### config.mk
export PLATFORM = sky130hd
export DESIGN_NAME = rfs_queue
export DESIGN_NICKNAME = d
export VERILOG_FILES = /design/src/rtl/rfs_pkg.sv /design/src/rtl/rfs_queue.sv
export SDC_FILE = /design/constraint.sdc
export NUM_CORES = 1
export LEC_CHECK = 0
export ABC_AREA = 1
export BUFFER_PORTS_ARGS = -buffer_cell sky130_fd_sc_hd__buf_4
export CAP_MARGIN = 20
export CORE_ASPECT_RATIO = 1.4
export CORE_MARGIN = 5
export CORE_UTILIZATION = 45
export CTS_CLUSTER_DIAMETER = 40
export DETAILED_ROUTE_END_ITERATION = 8
export GPL_TIMING_DRIVEN = 0
export PLACE_DENSITY_LB_ADDON = 0.15
export REMOVE_ABC_BUFFERS = 1
export SKIP_CTS_REPAIR_TIMING = 1
export SLEW_MARGIN = 0
export SYNTH_ARGS = -nofsm -noshare
export SYNTH_HDL_FRONTEND = slang
export SYNTH_SLANG_ARGS = --single-unit
### constraint.sdc
create_clock -name clk -period 4.85 [get_ports clk]
set_clock_uncertainty 0.1 [all_clocks]
set_input_delay 1.2125 -clock clk [delete_from_list [all_inputs] [get_ports clk]]
set_output_delay 1.2125 -clock clk [all_outputs]
set_load 0.05 [all_outputs]
### src/rtl/rfs_pkg.sv
// Shared types and constants of the Rabin fingerprint stream block.
`default_nettype none
package rfs_pkg;

  localparam int WORD_W      = 64;
  localparam int NUM_POWERS  = 72;
  localparam int POW_IDX_W   = $clog2(NUM_POWERS);
  localparam int QUEUE_DEPTH = 4;
  localparam int CFG_IDX_W   = 2;
  localparam int DEG_W       = 4;

  localparam logic [WORD_W-1:0] X_POW_0    = 64'h8000_0000_0000_0000;
  localparam logic [DEG_W-1:0]  DEG_RESET  = 4'd8;
  localparam logic [DEG_W-1:0]  DEG_MAX    = 4'd8;
  localparam int                START_POW  = 64;
  localparam int                FOLD_BASE  = 71;
  localparam int                REDUCE_TOP = 63;

  localparam logic [CFG_IDX_W-1:0] REG_POLY_LOW_TERMS = 2'd0;
  localparam logic [CFG_IDX_W-1:0] REG_DEGREE_BYTES   = 2'd1;

  typedef logic [WORD_W-1:0] word_t;
  typedef logic [NUM_POWERS-1:0][WORD_W-1:0] power_tab_t;

  typedef struct packed {
    logic       busy;
    logic [2:0] reduce_bytes;
  } pow_stat_t;

  typedef struct packed {
    logic  valid;
    word_t value;
  } push_t;

endpackage
`default_nettype wire

### src/rtl/rfs_queue.sv
// Short queue of unreduced fingerprints between the front and back stages.
`default_nettype none
module rfs_queue import rfs_pkg::*; #(
  parameter int Depth = QUEUE_DEPTH
) (
  input  wire logic  clk,
  input  wire logic  rst,
  input  wire push_t push,
  output logic       full,
  output logic       head_valid,
  output word_t      head,
  input  wire logic  pop
);

  localparam int PtrW = (Depth > 1) ? $clog2(Depth) : 1;
  localparam int CntW = $clog2(Depth + 1);

  word_t            mem [Depth];
  logic [PtrW-1:0]  wr_ptr;
  logic [PtrW-1:0]  rd_ptr;
  logic [CntW-1:0]  count;

  assign full       = (count == CntW'(Depth));
  assign head_valid = (count != '0);
  assign head       = mem[rd_ptr];

  always_ff @(posedge clk) begin
    if (push.valid) begin
      mem[wr_ptr] <= push.value;
    end
  end

  always_ff @(posedge clk) begin
    if (rst) begin
      wr_ptr <= '0;
      rd_ptr <= '0;
      count  <= '0;
    end else begin
      if (push.valid) begin
        wr_ptr <= (wr_ptr == PtrW'(Depth - 1)) ? '0 : wr_ptr + 1'b1;
      end
      if (pop) begin
        rd_ptr <= (rd_ptr == PtrW'(Depth - 1)) ? '0 : rd_ptr + 1'b1;
      end
      count <= count + CntW'(push.valid) - CntW'(pop);
    end
  end

  a_count_bound: assert property (@(posedge clk) disable iff (rst)
    count <= CntW'(Depth))
    else $error("queue count above depth");

  a_no_push_full: assert property (@(posedge clk) disable iff (rst)
    !(push.valid && full))
    else $error("item pushed into full queue");

  a_no_pop_empty: assert property (@(posedge clk) disable iff (rst)
    pop |-> head_valid)
    else $error("pop from empty queue");

  a_count_track: assert property (@(posedge clk) disable iff (rst)
    !$past(rst) |-> count == $past(count) + CntW'($past(push.valid)) - CntW'($past(pop)))
    else $error("queue count out of step with push and pop");

endmodule
`default_nettype wire

==> reports/results.ini <==
[run]
drv_cap=0

[logic_synthesis]
synth-edff-count=256
async_flop_share=0
yosysUniqueCellTypes=19
yosys_most_used_dff=edfxtp_1
syn_inst=805
netlist_area_um2=10440
synth_area_leaders=edfxtp_1, inv_1, nand2_1
synth-seq-area-share=0.7533
avgSynthCellArea_um2=12.97
synth_top_area_frac=0.7361
synthTopCellsByCount=edfxtp_1, inv_1, nand2_1
post-synth-top-count-cell=edfxtp_1
synth_top_cell_by_area=edfxtp_1
yosysWarnings=0
ys_ff_latch=265

[finish]
postLayoutCoreUtil=0.5557
diodes=0
design_area_um2=12800
nets=1010
layout-drive-gt1-share=0.2019
syn_to_final_growth_pct=22.58

[floorplanning]
coreArea_um2=23040
die_h_um=190.3
core.rowCount=66
start_util=0.4533
die_w_um=138.8
die_area_um2=26400
ios=134

[sta]
post-route-period-util=0.7437
hold_viol=0
setup_tns_ns=0
min_period_ns=3.607
fmax_mhz=277.2
rsz0062_at_grt=false
tightest_slew_ns=0.9100
finalSetupViolations=0
slew_violations=0
relSlewSlack=0.3933

[clocking]
htree_levels=1
clockRootBuffer=clkbuf_16
clock_latency_ns=0.53
cts_tree=yes
cts_buffers=30
cts.sinks=265
cts_buffer_depth=3
path_clk_slew_ns=0.06

[worst_setup_path]
critPathMostFrequentCell=nand2_1
path_class=reg -> out
crit_arrival_ns=2.29
r2r_slack_ns=3.00
critPathBufInv=2
critPathTopFamily=flip-flops
cp-end-kind=primary output
crit_chain=buf_16, nand2_1, o211ai_1, nand2_1, buf_4
slowest_stage=dfxtp_4
cpPeakStageDelay_ns=0.85
cp_max_fo=96
required_ns=3.54
cp-start-kind=flip-flop

[placement]
io_buffer_count=133
gp_congestion=0.7079
placed_cell_area_um2=11800
dpl.hpwl_um=10850

[global_routing]
grtUsageTotal=0.1380
grt-ovfl-total=0
grt_pass1_wl_um=29220
antenna_found_initial=0
grt_pass1_vias=5860
grt_max_degree=97

[power_and_ir_drop]
p_sw_frac=0.2640
comb_power_share=0.146
p_switching_mw=1.512
p_per_area_nw_per_um2=447.4
ir_worst_vdd_mv=0.3291
intPower_mw=4.216
seqPwrFrac=0.468
p_clk_frac=0.386
leakage_nw=4.999

[route]
drc_errors=0
ant_nets=0
drt-wirelength-per-cell_um=15.12
wl_um=19080
drtIter0Drc=346
vias_per_cell=4.834
drtPass1Iterations=4
via_count=6101

[status]
status=complete, no violations

[min_path]
worstHoldPathType=reg -> reg

## logic make-up (layout without fill, tap and decap cells)
| family | after synthesis | after routing | share of synthesized area |
|---|---|---|---|
| xor gates and xnor gates | 1 | 1 | 0.0008388 |
| AOI/OAI and AO/OA | 196 | 196 | 0.1093 |
| adders and majority gates | 8 | 8 | 0.01030 |
| buffers and inverters | 186 | 337 | 0.07236 |
| and+or+nand+nor | 149 | 149 | 0.05391 |
| DFF | 265 | 265 | 0.7533 |
## state kept, by name (all words and copies together), names as in the netlist, named ones only
| signal | count |
|---|---|
| mem | 256 |
| rd_ptr | 2 |
| count | 3 |
| wr_ptr | 2 |
## path summary, 6_finish.rpt
kind,cells after the start,to,start
setup / recovery,5,head[45],flip-flop
hold / removal,2,flip-flop,rd_ptr[0]
setup reg to reg,5,mem[0][29],wr_ptr[0]
hold reg to reg,2,flip-flop,rd_ptr[0]
## cells in the final DEF, fill, tap and decap left out
cell	n
dfxtp_4	2
inv_1	139
o211ai_1	64
clkbuf_1	3
dfxtp_1	7
xnor2_1	1
fa_1	1
clkinv_1	4
o21ai_1	14
buf_16	5
inv_4	4
clkinvlp_4	3
a21oi_1	67
buf_12	2
edfxtp_1	256
clkinv_4	3
clkinv_8	1
nor3_1	1
ha_1	7
bufinv_16	3
nand3_1	2
o21ai_0	51
nand2_1	137
nor2_1	9
inv_8	1
clkinv_2	3
inv_6	2
buf_4	133
clkbuf_16	31
## routing by layer
| metal | up-vias | routed length (um) | GRT usage | share of wire |
|---|---|---|---|---|
| met5 | - | 0 | 0 | 0 |
| li1 | 3046 | - | - | - |
| met2 | 110 | 9992 | 0.2590 | 0.52 |
| met3 | 28 | 864 | 0.02885 | 0.045 |
| met1 | 2917 | 7860 | 0.1593 | 0.41 |
| met4 | 0 | 364 | 0.03991 | 0.019 |
## stage by stage
stage / setup WS, ns / instances / power (mW) / hold WS [ns]
after floorplan: -1.566 / 762 / 3.277 / 0.3676
after global placement: -3.603 / 1201 / 3.589 / 0.3933
after detailed placement: 1.755 / 1208 / 3.583 / 0.3810
after CTS: 1.179 / 1262 / 5.797 / 0.3822
after global routing: 0.9955 / 1262 / 5.946 / 0.4003
final: 1.243 / 1262 / 5.728 / 0.3818
## power groups by stage
stage                     sequential (mW)  clock, mW  combinational, mW
after floorplan                      2.75          0              0.531
after global placement               2.78          0              0.808
after detailed placement             2.73          0              0.849
after CTS                            2.68       2.26              0.851
after global routing                 2.69       2.35              0.901
final                                2.68       2.21              0.837
## tightest hold or removal path: stages (launching register included)
cell and delay (ns):
dfxtp_1 0.32, nand2_1 0.06, a21oi_1 0.06
## cell type report
class	count	area (um2)
Clock buffer	34	787.0
Clock inverter	20	214.0
Fill cell	1902	10240
Inverter	143	546.8
Multi-Input combinational cell	354	1821
Sequential cell	265	7875
Tap cell	306	382.9
Timing Repair Buffer	140	1176
Power figures use the tool's default switching activity.
